File: src/hw/rtl/mvm_pkg.sv
`timescale 1ns / 1ps
// ----------------------------------------------------------------------------
// Matrix-vector multiply package
// Shared types and constants for the matrix-vector multiply block.
// ----------------------------------------------------------------------------
package mvm_pkg;

    // Operation codes carried on the op field of an input transfer.
    localparam logic OP_WEIGHT = 1'b0;
    localparam logic OP_VECTOR = 1'b1;

    // Configuration register indexes.
    localparam logic REG_ROWS = 1'b0;
    localparam logic REG_COLS = 1'b1;

    // Field widths fixed by the interface.
    localparam int VALUE_W = 16;
    localparam int PROD_W  = 32;
    localparam int SUM_W   = 40;
    localparam int IDX_W   = 4;
    localparam int COUNT_W = 5;

    // Tag that travels with each operand pair through the shared MAC.
    typedef struct packed {
        logic             first;
        logic             last_col;
        logic [IDX_W-1:0] row;
        logic             last_row;
    } mvm_tag_t;

endpackage

File: src/hw/rtl/mvm_ram.sv
`timescale 1ns / 1ps
// ----------------------------------------------------------------------------
// Generic single-port-write RAM
// One write port and one read port, with the read data registered.
// ----------------------------------------------------------------------------
module mvm_ram #(
    parameter int WIDTH = 16,
    parameter int DEPTH = 16,
    parameter int AW    = (DEPTH > 1) ? $clog2(DEPTH) : 1
) (
    input  logic             clk,
    input  logic             wr_en,
    input  logic [AW-1:0]    wr_addr,
    input  logic [WIDTH-1:0] wr_data,
    input  logic [AW-1:0]    rd_addr,
    output logic [WIDTH-1:0] rd_data
);

    logic [WIDTH-1:0] mem [DEPTH];
    logic [WIDTH-1:0] rd_data_reg;

    // Write port.
    always_ff @(posedge clk)
    begin
        if (wr_en)
        begin
            mem[wr_addr] <= wr_data;
        end
    end

    // Registered read port.
    always_ff @(posedge clk)
    begin
        rd_data_reg <= mem[rd_addr];
    end

    assign rd_data = rd_data_reg;

endmodule

File: src/hw/rtl/mvm_mac.sv
`timescale 1ns / 1ps
// ----------------------------------------------------------------------------
// Shared multiply-accumulate unit
// Multiplies one weight by one vector element per cycle and accumulates a row.
// ----------------------------------------------------------------------------
module mvm_mac (
    input  logic                                 clk,
    input  logic                                 rst_n,
    input  logic                                 in_valid,
    input  mvm_pkg::mvm_tag_t                    in_tag,
    input  logic signed [mvm_pkg::VALUE_W-1:0]   weight,
    input  logic signed [mvm_pkg::VALUE_W-1:0]   element,
    output logic                                 pipe_busy,
    output logic                                 done,
    output logic [mvm_pkg::IDX_W-1:0]            out_row,
    output logic signed [mvm_pkg::SUM_W-1:0]     product_sum,
    output logic                                 last
);

    logic                                   p_valid_reg;
    mvm_pkg::mvm_tag_t                      p_tag_reg;
    logic signed [mvm_pkg::PROD_W-1:0]      prod_reg;
    logic signed [mvm_pkg::SUM_W-1:0]       prod_ext;
    logic signed [mvm_pkg::SUM_W-1:0]       acc_reg;
    logic signed [mvm_pkg::SUM_W-1:0]       acc_next;
    logic                                   done_reg;
    logic [mvm_pkg::IDX_W-1:0]              row_reg;
    logic                                   last_reg;

    // Multiply stage control.
    always_ff @(posedge clk or negedge rst_n)
    begin
        if (!rst_n)
        begin
            p_valid_reg <= 1'b0;
        end
        else
        begin
            p_valid_reg <= in_valid;
        end
    end

    // Multiply stage payload: exact Q16.16 product.
    always_ff @(posedge clk)
    begin
        prod_reg  <= weight * element;
        p_tag_reg <= in_tag;
    end

    // Accumulate: the first column of a row restarts the sum.
    assign prod_ext = {{(mvm_pkg::SUM_W - mvm_pkg::PROD_W){prod_reg[mvm_pkg::PROD_W-1]}},
                       prod_reg};

    always_comb
    begin
        if (p_tag_reg.first)
        begin
            acc_next = prod_ext;
        end
        else
        begin
            acc_next = acc_reg + prod_ext;
        end
    end

    always_ff @(posedge clk)
    begin
        if (p_valid_reg)
        begin
            acc_reg  <= acc_next;
            row_reg  <= p_tag_reg.row;
            last_reg <= p_tag_reg.last_row;
        end
    end

    // The result strobe follows the last column of each row.
    always_ff @(posedge clk or negedge rst_n)
    begin
        if (!rst_n)
        begin
            done_reg <= 1'b0;
        end
        else
        begin
            done_reg <= p_valid_reg & p_tag_reg.last_col;
        end
    end

    assign pipe_busy   = p_valid_reg;
    assign done        = done_reg;
    assign out_row     = row_reg;
    assign product_sum = acc_reg;
    assign last        = last_reg;

endmodule

File: src/hw/rtl/matrix_vector_multiply_top.sv
`timescale 1ns / 1ps
// ----------------------------------------------------------------------------
// Matrix-vector multiply top level
// Stores a Q8.8 matrix and vector and streams one Q24.16 dot product per row.
// ----------------------------------------------------------------------------
//  Channel   Direction  Handshake                    Payload
//  input     in         start high while busy low    op, row_index, column_index, value
//  result    out        done strobe, one cycle        out_row, product_sum, last
//  config    in/out     APB write/read, pready high  row and column counts
//
//  A weight write, or a vector write that does not complete the vector, is
//  taken while busy stays low. The vector write to the last column in use keeps
//  busy high until every row is done: the single shared multiply-accumulate unit
//  does one product per cycle, behind the registered RAM read and multiply
//  stages. Results cannot be stalled by the receiver. After reset the block
//  is ready at once; the matrix and vector stores hold nothing until written.
// ----------------------------------------------------------------------------
module matrix_vector_multiply_top #(
    parameter int MAX_ROWS = 16,
    parameter int MAX_COLS = 16
) (
    input  logic                                  clk,
    input  logic                                  rst_n,
    // Input transfers
    input  logic                                  start,
    output logic                                  busy,
    input  logic                                  op,
    input  logic [mvm_pkg::IDX_W-1:0]             row_index,
    input  logic [mvm_pkg::IDX_W-1:0]             column_index,
    input  logic signed [mvm_pkg::VALUE_W-1:0]    value,
    // Result transfers
    output logic                                  done,
    output logic [mvm_pkg::IDX_W-1:0]             out_row,
    output logic signed [mvm_pkg::SUM_W-1:0]      product_sum,
    output logic                                  last,
    // Configuration port
    input  logic                                  psel,
    input  logic                                  penable,
    input  logic                                  pwrite,
    input  logic [2:0]                            paddr,
    input  logic [31:0]                           pwdata,
    output logic [31:0]                           prdata,
    output logic                                  pready
);

    localparam int W_DEPTH   = MAX_ROWS * MAX_COLS;
    localparam int WAW       = (W_DEPTH > 1) ? $clog2(W_DEPTH) : 1;
    localparam int VAW       = (MAX_COLS > 1) ? $clog2(MAX_COLS) : 1;
    localparam int ROW_LIMIT = (MAX_ROWS < 16) ? MAX_ROWS : 16;
    localparam int COL_LIMIT = (MAX_COLS < 16) ? MAX_COLS : 16;
    localparam int LIM_W     = 7;

    localparam logic ST_IDLE = 1'b0;
    localparam logic ST_RUN  = 1'b1;

    logic [mvm_pkg::COUNT_W-1:0] rows_cfg_reg;
    logic [mvm_pkg::COUNT_W-1:0] cols_cfg_reg;
    logic [mvm_pkg::COUNT_W-1:0] rows_use;
    logic [mvm_pkg::COUNT_W-1:0] cols_use;
    logic                        cfg_write;

    logic                        state_reg;
    logic                        state_next;
    logic [mvm_pkg::IDX_W-1:0]   row_reg;
    logic [mvm_pkg::IDX_W-1:0]   row_next;
    logic [mvm_pkg::IDX_W-1:0]   col_reg;
    logic [mvm_pkg::IDX_W-1:0]   col_next;

    logic                        accept;
    logic                        row_in_range;
    logic                        col_in_range;
    logic                        weight_wr;
    logic                        vector_wr;
    logic                        go;
    logic                        col_end;
    logic                        row_end;

    logic [WAW-1:0]              w_wr_addr;
    logic [WAW-1:0]              w_rd_addr;
    logic [VAW-1:0]              v_wr_addr;
    logic [VAW-1:0]              v_rd_addr;
    logic [mvm_pkg::VALUE_W-1:0] w_rd_data;
    logic [mvm_pkg::VALUE_W-1:0] v_rd_data;

    mvm_pkg::mvm_tag_t           issue_tag;
    mvm_pkg::mvm_tag_t           rd_tag_reg;
    logic                        rd_valid_reg;
    logic                        mac_busy;

    // Configuration registers.
    assign pready    = 1'b1;
    assign cfg_write = psel & penable & pwrite & pready;

    always_ff @(posedge clk or negedge rst_n)
    begin
        if (!rst_n)
        begin
            rows_cfg_reg <= 5'd16;
            cols_cfg_reg <= 5'd16;
        end
        else if (cfg_write)
        begin
            case (paddr[2])
                mvm_pkg::REG_ROWS: rows_cfg_reg <= pwdata[mvm_pkg::COUNT_W-1:0];
                mvm_pkg::REG_COLS: cols_cfg_reg <= pwdata[mvm_pkg::COUNT_W-1:0];
                default:           rows_cfg_reg <= rows_cfg_reg;
            endcase
        end
    end

    always_comb
    begin
        case (paddr[2])
            mvm_pkg::REG_ROWS: prdata = {27'd0, rows_cfg_reg};
            mvm_pkg::REG_COLS: prdata = {27'd0, cols_cfg_reg};
            default:           prdata = 32'd0;
        endcase
    end

    // Counts in use: zero reads as one, and both are capped at the store size.
    always_comb
    begin
        if (rows_cfg_reg == '0)
        begin
            rows_use = 5'd1;
        end
        else if (rows_cfg_reg > mvm_pkg::COUNT_W'(ROW_LIMIT))
        begin
            rows_use = mvm_pkg::COUNT_W'(ROW_LIMIT);
        end
        else
        begin
            rows_use = rows_cfg_reg;
        end

        if (cols_cfg_reg == '0)
        begin
            cols_use = 5'd1;
        end
        else if (cols_cfg_reg > mvm_pkg::COUNT_W'(COL_LIMIT))
        begin
            cols_use = mvm_pkg::COUNT_W'(COL_LIMIT);
        end
        else
        begin
            cols_use = cols_cfg_reg;
        end
    end

    // Input decode: out-of-store writes are dropped.
    assign accept       = start & ~busy;
    assign row_in_range = LIM_W'(row_index) < LIM_W'(MAX_ROWS);
    assign col_in_range = LIM_W'(column_index) < LIM_W'(MAX_COLS);
    assign weight_wr    = accept & (op == mvm_pkg::OP_WEIGHT) & row_in_range & col_in_range;
    assign vector_wr    = accept & (op == mvm_pkg::OP_VECTOR) & col_in_range;
    assign go           = vector_wr & ({1'b0, column_index} == (cols_use - 5'd1));

    assign w_wr_addr = WAW'(row_index) * WAW'(MAX_COLS) + WAW'(column_index);
    assign v_wr_addr = VAW'(column_index);
    assign w_rd_addr = WAW'(row_reg) * WAW'(MAX_COLS) + WAW'(col_reg);
    assign v_rd_addr = VAW'(col_reg);

    // Sequencer: walks columns within rows, one operand pair per cycle.
    assign col_end = {1'b0, col_reg} == (cols_use - 5'd1);
    assign row_end = {1'b0, row_reg} == (rows_use - 5'd1);

    always_comb
    begin
        state_next = state_reg;
        row_next   = row_reg;
        col_next   = col_reg;
        case (state_reg)
            ST_IDLE:
            begin
                if (go)
                begin
                    state_next = ST_RUN;
                    row_next   = '0;
                    col_next   = '0;
                end
            end
            ST_RUN:
            begin
                if (col_end)
                begin
                    col_next = '0;
                    row_next = row_reg + 4'd1;
                    if (row_end)
                    begin
                        state_next = ST_IDLE;
                    end
                end
                else
                begin
                    col_next = col_reg + 4'd1;
                end
            end
            default:
            begin
                state_next = ST_IDLE;
            end
        endcase
    end

    always_ff @(posedge clk or negedge rst_n)
    begin
        if (!rst_n)
        begin
            state_reg    <= ST_IDLE;
            row_reg      <= '0;
            col_reg      <= '0;
            rd_valid_reg <= 1'b0;
        end
        else
        begin
            state_reg    <= state_next;
            row_reg      <= row_next;
            col_reg      <= col_next;
            rd_valid_reg <= (state_reg == ST_RUN);
        end
    end

    // Tag travels alongside the registered RAM read.
    always_comb
    begin
        issue_tag.first    = (col_reg == '0);
        issue_tag.last_col = col_end;
        issue_tag.row      = row_reg;
        issue_tag.last_row = row_end;
    end

    always_ff @(posedge clk)
    begin
        rd_tag_reg <= issue_tag;
    end

    assign busy = (state_reg == ST_RUN) | rd_valid_reg | mac_busy;

    // Weight and vector stores.
    mvm_ram #(
        .WIDTH (mvm_pkg::VALUE_W),
        .DEPTH (W_DEPTH),
        .AW    (WAW)
    ) u_weight_ram (
        .clk     (clk),
        .wr_en   (weight_wr),
        .wr_addr (w_wr_addr),
        .wr_data (value),
        .rd_addr (w_rd_addr),
        .rd_data (w_rd_data)
    );

    mvm_ram #(
        .WIDTH (mvm_pkg::VALUE_W),
        .DEPTH (MAX_COLS),
        .AW    (VAW)
    ) u_vector_ram (
        .clk     (clk),
        .wr_en   (vector_wr),
        .wr_addr (v_wr_addr),
        .wr_data (value),
        .rd_addr (v_rd_addr),
        .rd_data (v_rd_data)
    );

    // Shared multiply-accumulate unit.
    mvm_mac u_mac (
        .clk         (clk),
        .rst_n       (rst_n),
        .in_valid    (rd_valid_reg),
        .in_tag      (rd_tag_reg),
        .weight      ($signed(w_rd_data)),
        .element     ($signed(v_rd_data)),
        .pipe_busy   (mac_busy),
        .done        (done),
        .out_row     (out_row),
        .product_sum (product_sum),
        .last        (last)
    );

endmodule

File: config.mk
export PLATFORM = sky130hd
export DESIGN_NAME = matrix_vector_multiply_top
export DESIGN_NICKNAME = d
export VERILOG_FILES = /design/src/hw/rtl/mvm_pkg.sv /design/src/hw/rtl/mvm_ram.sv /design/src/hw/rtl/mvm_mac.sv /design/src/hw/rtl/matrix_vector_multiply_top.sv
export SDC_FILE = /design/constraint.sdc
export NUM_CORES = 2
export LEC_CHECK = 0
export BUFFER_PORTS_ARGS = -buffer_cell sky130_fd_sc_hd__buf_2
export CORE_UTILIZATION = 50
export CTS_CLUSTER_DIAMETER = 50
export CTS_CLUSTER_SIZE = 30
export DETAILED_ROUTE_END_ITERATION = 8
export PLACE_DENSITY = 0.61
export SLEW_MARGIN = 20
export SYNTH_ARGS = -nofsm -noshare
export SYNTH_HDL_FRONTEND = slang
export SYNTH_MEMORY_MAX_BITS = 65536
export SYNTH_SLANG_ARGS = --single-unit
File: constraint.sdc
create_clock -name clk -period 7.5 [get_ports clk]
set_input_delay 1.125 -clock clk [delete_from_list [all_inputs] [get_ports clk]]
set_output_delay 1.125 -clock clk [all_outputs]
set_load 0.05 [all_outputs]
**Word-level counts from Yosys, hierarchy flattened**

Memories as Yosys holds them, arrays and structs flattened. A register that Yosys moved wholly into a read port is not among the register bits.
Cells that the tools add are included.
W data, S select, Z words.

- Bits in writable memories: 4352
- Word-level logic and storage cells: 75
- Flip-flop bits (word level): 113
- Output and inout port bits: 80
- Memories: 2
- Bits of input ports: 66

- Magnitude comparators: 2
- Equality and inequality tests: 5
- Reduce and logical (&&, ||, !) cells: 6
- Add/subtract/negate cells: 7
- Muxes and demuxes: 19
- Bitwise gates (word level): 13
- Multiply operators: 1

Memories:

| memory | depth | width | rd ports | clocked after memory_dff | wr ports | line | RTL |
|---|---|---|---|---|---|---|---|
| u_weight_ram.mem | 256 | 16 | 1 | 1 | 1 | mvm_ram.sv:19 | `logic [WIDTH-1:0] mem [DEPTH];` |
| u_vector_ram.mem | 16 | 16 | 1 | 1 | 1 | mvm_ram.sv:19 |  |

Operators with widths:

| operator | count |
|---|---|
| $pmux W32 S2 | 1 |
| $add A40 B32 Y40 | 1 |
| $mux W40 | 1 |
| $mul A16 B16 Y32 | 1 |
| $mux W5 | 4 |
| $add A8 B4 Y8 | 2 |
| $pmux W4 S2 | 2 |
| $eq A4 B5 Y1 | 3 |
| $mux W4 | 3 |
| $gt A5 B5 Y1 const B | 2 |
| $logic_not A5 Y1 | 2 |
| $sub A5 B1 Y5 const B | 2 |
| $add A4 B1 Y4 const B | 2 |
| $and A1 B1 Y1 | 7 |
| $mux W1 | 7 |
| $reduce_and A2 Y1 | 3 |
| $logic_not A4 Y1 | 1 |
| $not A1 Y1 | 4 |
| $ne A2 B1 Y1 const B | 1 |
| $ne A2 B2 Y1 const B | 1 |
| $or A1 B1 Y1 | 2 |
| $pmux W1 S2 | 1 |

**Depth between registers and ports, before layout**

- Word-level depth: 8
- Mapped depth: 22
- Gate-level depth less buffers: 21

**By module**

A second synthesis with hierarchy kept.

- Cell total of the unflattened synthesis: 9520
- Area, all modules: 185085.0 um^2

Modules (own cells, without submodules):

| module | times used | cells each | seq. area each (um^2) | area each (um^2) |
|---|---|---|---|---|
| mvm_ram at u_weight_ram | 1 | 7360 | 123318.3 | 158714.7 |
| mvm_mac | 1 | 1568 | 2182.1 | 14644.0 |
| mvm_ram at u_vector_ram | 1 | 432 | 8007.7 | 10043.4 |
| matrix_vector_multiply_top | 1 | 160 | 643.1 | 1682.9 |

**Worst setup path before layout**

OpenSTA, ideal clock, no wires.

- Path kind: register -> register
- From: register u_weight_ram.rd_data_reg[15], in the netlist u_weight_ram.rd_data[15] (read register of u_weight_ram.mem)
- To: register u_mac.prod_reg[29] (netlist bit)
- Data required time: 7.428 ns
- Stages on the path, launching flop included: 21
- Library setup time: 0.072 ns
- Clock period less this slack: 6.034 ns
- Buffers on the path: 1
- Path slack: 1.466 ns
- Arrival: 5.962 ns
- Cell sequence: dfxtp_1 -> clkbuf_1 -> nand2_1 -> inv_1 -> fa_1 -> fa_1 -> fa_1 -> fa_1 -> fa_1 -> inv_1 -> fa_1 -> inv_1 -> ha_1 -> and3_1 -> a221oi_1 -> o21ai_0 -> o21bai_1 -> a21boi_0 -> a41oi_1 -> nor2b_1 -> xnor2_1

- Word-level cells in the longest chain between the ends: 1

RTL lines:

| element | line | RTL |
|---|---|---|
| start: declaration | mvm_ram.sv:20 | `logic [WIDTH-1:0] rd_data_reg;` |
| $mul A16 B16 Y32 | mvm_mac.sv:46 | `prod_reg <= weight * element;` |
| end signal: assignment | mvm_mac.sv:46 |  |
| end: declaration | mvm_mac.sv:22 | `logic signed [mvm_pkg::PROD_W-1:0] prod_reg;` |

No other way between the ends.
A chain may end at the register's enable or synchronous reset.

**Worst setup path after layout**

- From: register u_vector_ram.rd_data_reg[2], in the netlist u_vector_ram.rd_data[2] (read register of u_vector_ram.mem)
- To: register u_mac.prod_reg[31] (netlist bit)

- Word-level cells in the longest chain between the ends: 1

RTL lines:

| element | line |
|---|---|
| start: declaration | mvm_ram.sv:20 |
| $mul A16 B16 Y32 | mvm_mac.sv:46 |

No other way between the ends.

==> run summary <==
Drt pass-1 iters = 5
Skew final = 0.05176 ns
Startpoint types = register
RSZ-0062 raised after global routing = no
Initial Util = 50.32%
Largest cells by area after synthesis = edfxtp_1, mux4_2, fa_1, ha_1, dfxtp_1
Synth area leader = edfxtp_1
Fin cells = 14000
Largest net degree at the start of global routing = 179
Max reg flops = 4096
Syn_area_per_cell = 22.04 µm²
Area Growth Syn to Fin = 13.20%
Kind of critical path = reg2reg
DR vias = 86130
Post-CTS Setup Inserts = 0
Port Buffer Count = 88
Critical Path Fanout Max = 16
Ys Warns = 0
Clock Sinks = 4497
CP arrival = 7.65 ns
TritonCTS buffer count = 445
Endpoint type of the worst setup path = register
Setup TNS = 0 ns
Slew Limit Fails = 0
Share of layout cells above drive strength 1 = 30.42%
Largest family of logic cells by synthesized area = multiplexers
Drt via density = 6.152
FMAX = 0.1462 GHz
Ports = 146
Post-Syn Instances = 8290
Die H = 606.5 µm
Final min period = 6.840 ns
Layout Nets = 9259
Simple-Gate Fraction of Synth Area = 2.034%
TritonCTS clock tree = built
Clock transition at the registers of the reported paths = 0.06 ns
Max-cap violation count = 0
Core area = 0.3631 mm²
Worst R2R End = u_mac.prod_reg[31]
Antenna Nets Post-Route = 0
FF-to-FF path depth = 19
WP data required = 8.31 ns
GRT Total Usage = 24.61%
Post-Synth XOR/XNOR Area = 0.3548%
Congestion Overflow GR = 0
Hold Path Class = in2async
Seq cells post-synth = 4497
Multiplexer share of the synthesized area = 17.67%
Largest reg by FF count = u_weight_ram.mem
Final count of hold timing violations = 0
Clock Path Buffers = 4
Share of flip-flops with an asynchronous set or reset = 0.4892%
Slew at the pin with the worst max-slew slack = 1.299 ns
Status = complete, no violations
Post-Route WL = 449700 µm
R2R Setup Slk = 0.66 ns
FF-to-FF Start = u_vector_ram.rd_data[2]
Dpl hpwl = 264400 µm
Post-synth EDFFs = 4397
Dpl cells = 13150
Most common flop cell mapped by yosys = edfxtp_1
Residual DRC = 0
Vias in the first global route = 87910
Slew HR = 13.39%
WL/cell = 32.12 µm
First-pass GRT wire length = 643400 µm
Post-CTS resize count = 0
Initial DRC Count = 9766
Root buf cell = clkbuf_16
Syn Std Cell Area = 0.1827 mm²
Hold slack final = 0.1451 ns
Initial antenna violation count = 29
Sequential share of the synthesized area = 73.43%
# H-tree levels = 5
Worst-Skew Late Latency = 1.00 ns
Die Footprint = 0.3678 mm²
Synth cell types = 71
Top cell type's share of synthesized area = 72.27%
Setup slack after placement = 0.6363 ns
Final Setup Violations = 0
Row cnt = 221
Filler cells = 26290
Final period util = 91.21%
Die X = 606.5 µm
Compound-gate portion of the synthesized area = 1.082%
CTS Hold Bufs = 0
Worst setup margin = 0.6595 ns
Final GP Congestion = 0.8336
Adder-cell share of the synthesized area = 3.745%
[worst max-delay path by stage]
stage,from,endpoint
6_report,u_vector_ram.rd_data[2],u_mac.prod_reg[31]
5_1_grt,u_vector_ram.rd_data[1],u_mac.prod_reg[29]
4_1_cts,u_vector_ram.rd_data[1],u_mac.prod_reg[31]
3_5_place_dp,u_vector_ram.rd_data[2],u_mac.prod_reg[31]
3_3_place_gp,u_vector_ram.rd_data[1],u_mac.prod_reg[29]
2_1_floorplan,u_weight_ram.rd_data[15],u_mac.prod_reg[29]
[Yosys cell counts (5+ instances only)]
| library cell | number |
|---|---|
| nor2_1 | 349 |
| dfrtp_1 | 20 |
| nand2b_1 | 13 |
| mux4_2 | 1424 |
| xnor2_1 | 54 |
| clkbuf_1 | 259 |
| nand3_1 | 30 |
| buf_4 | 28 |
| a211oi_1 | 10 |
| nor2b_1 | 15 |
| a22oi_1 | 33 |
| mux2_2 | 17 |
| and3_1 | 7 |
| a21oi_1 | 65 |
| o22ai_1 | 5 |
| a21o_1 | 28 |
| buf_2 | 86 |
| o21ai_0 | 68 |
| nor3_1 | 24 |
| nand4_1 | 13 |
| xor2_1 | 20 |
| and2_1 | 129 |
| o21a_1 | 15 |
| o31ai_1 | 5 |
| o311ai_0 | 5 |
| o21bai_1 | 12 |
| o211ai_1 | 12 |
| fa_1 | 263 |
| ha_1 | 126 |
| inv_1 | 305 |
| buf_1 | 78 |
| nand2_1 | 216 |
| edfxtp_1 | 4397 |
| nor3b_1 | 8 |
| dfxtp_1 | 78 |
| a31oi_1 | 8 |
[area by class of cell]
cell class / count / area (µm²) / area share [%]
Antenna cell: 21 / 52.55 / 0.02541
Clock buffer: 482 / 11390 / 5.507
Clock inverter: 347 / 4155 / 2.009
Inverter: 306 / 1156 / 0.5590
Multi-Input combinational cell: 3061 / 45840 / 22.16
Sequential cell: 4497 / 134200 / 64.88
Tap cell: 4794 / 5998 / 2.900
Timing Repair Buffer: 493 / 4048 / 1.957
[layer usage]
layer / up-vias / share of wire (%) / GRT usage [%]
li1: 35250 / - / -
met1: 47070 / 42 / 35.63
met2: 3228 / 49 / 40.04
met3: 577 / 7.0 / 3.614
met4: 4 / 2.5 / 5.773
met5: - / 0.0069 / 0
[layout by cell type, fill, tap and decap left out, types with 33 or more instances in the layout]
cell / n
clkinv_2: 33
nor2_1: 289
a21oi_1: 65
inv_6: 77
clkbuf_16: 449
xnor2_1: 54
o21ai_0: 68
inv_1: 305
fa_1: 263
edfxtp_1: 4397
buf_4: 373
ha_1: 126
clkinv_4: 46
bufinv_16: 47
nand2_1: 206
and2_1: 129
a22oi_1: 33
buf_2: 72
mux4_2: 1424
nor2_2: 48
clkinv_1: 33
dfxtp_1: 77
clkinvlp_4: 41
[cell families after synthesis]
logic type / after synthesis
AO/OA/AOI/OAI: 302
AND/OR/NAND/NOR: 825
adder cells (fa/ha/maj): 389
XOR/XNOR: 74
other: 2
multiplexers: 1443
flip-flops: 4497
buffers and inverters: 758
[through the flow]
step	utilization [%]	area (µm²)
finish	56.96	206800
global route	56.95	206800
CTS	56.91	206600
detailed placement	52.63	191100
global placement	52.63	191100
floorplan	-	182800
[critical path, stage by stage (launching register included)]
cell and delay, ns:
dfxtp_1 0.73, nand2_1 0.19, inv_1 0.12, fa_1 0.60, fa_1 1.00, fa_1 0.55
fa_1 0.51, fa_1 0.49, inv_1 0.05, fa_1 0.48, inv_1 0.04, ha_1 0.32
and3_1 0.23, a221oi_1 0.30, o21ai_0 0.18, nor3_1 0.16, a21boi_0 0.19, a41oi_1 0.30
a21oi_1 0.11, xnor2_1 0.14
Power is not shown: default switching activity piles up to over one toggle a cycle in this logic, so the estimate is an artifact.
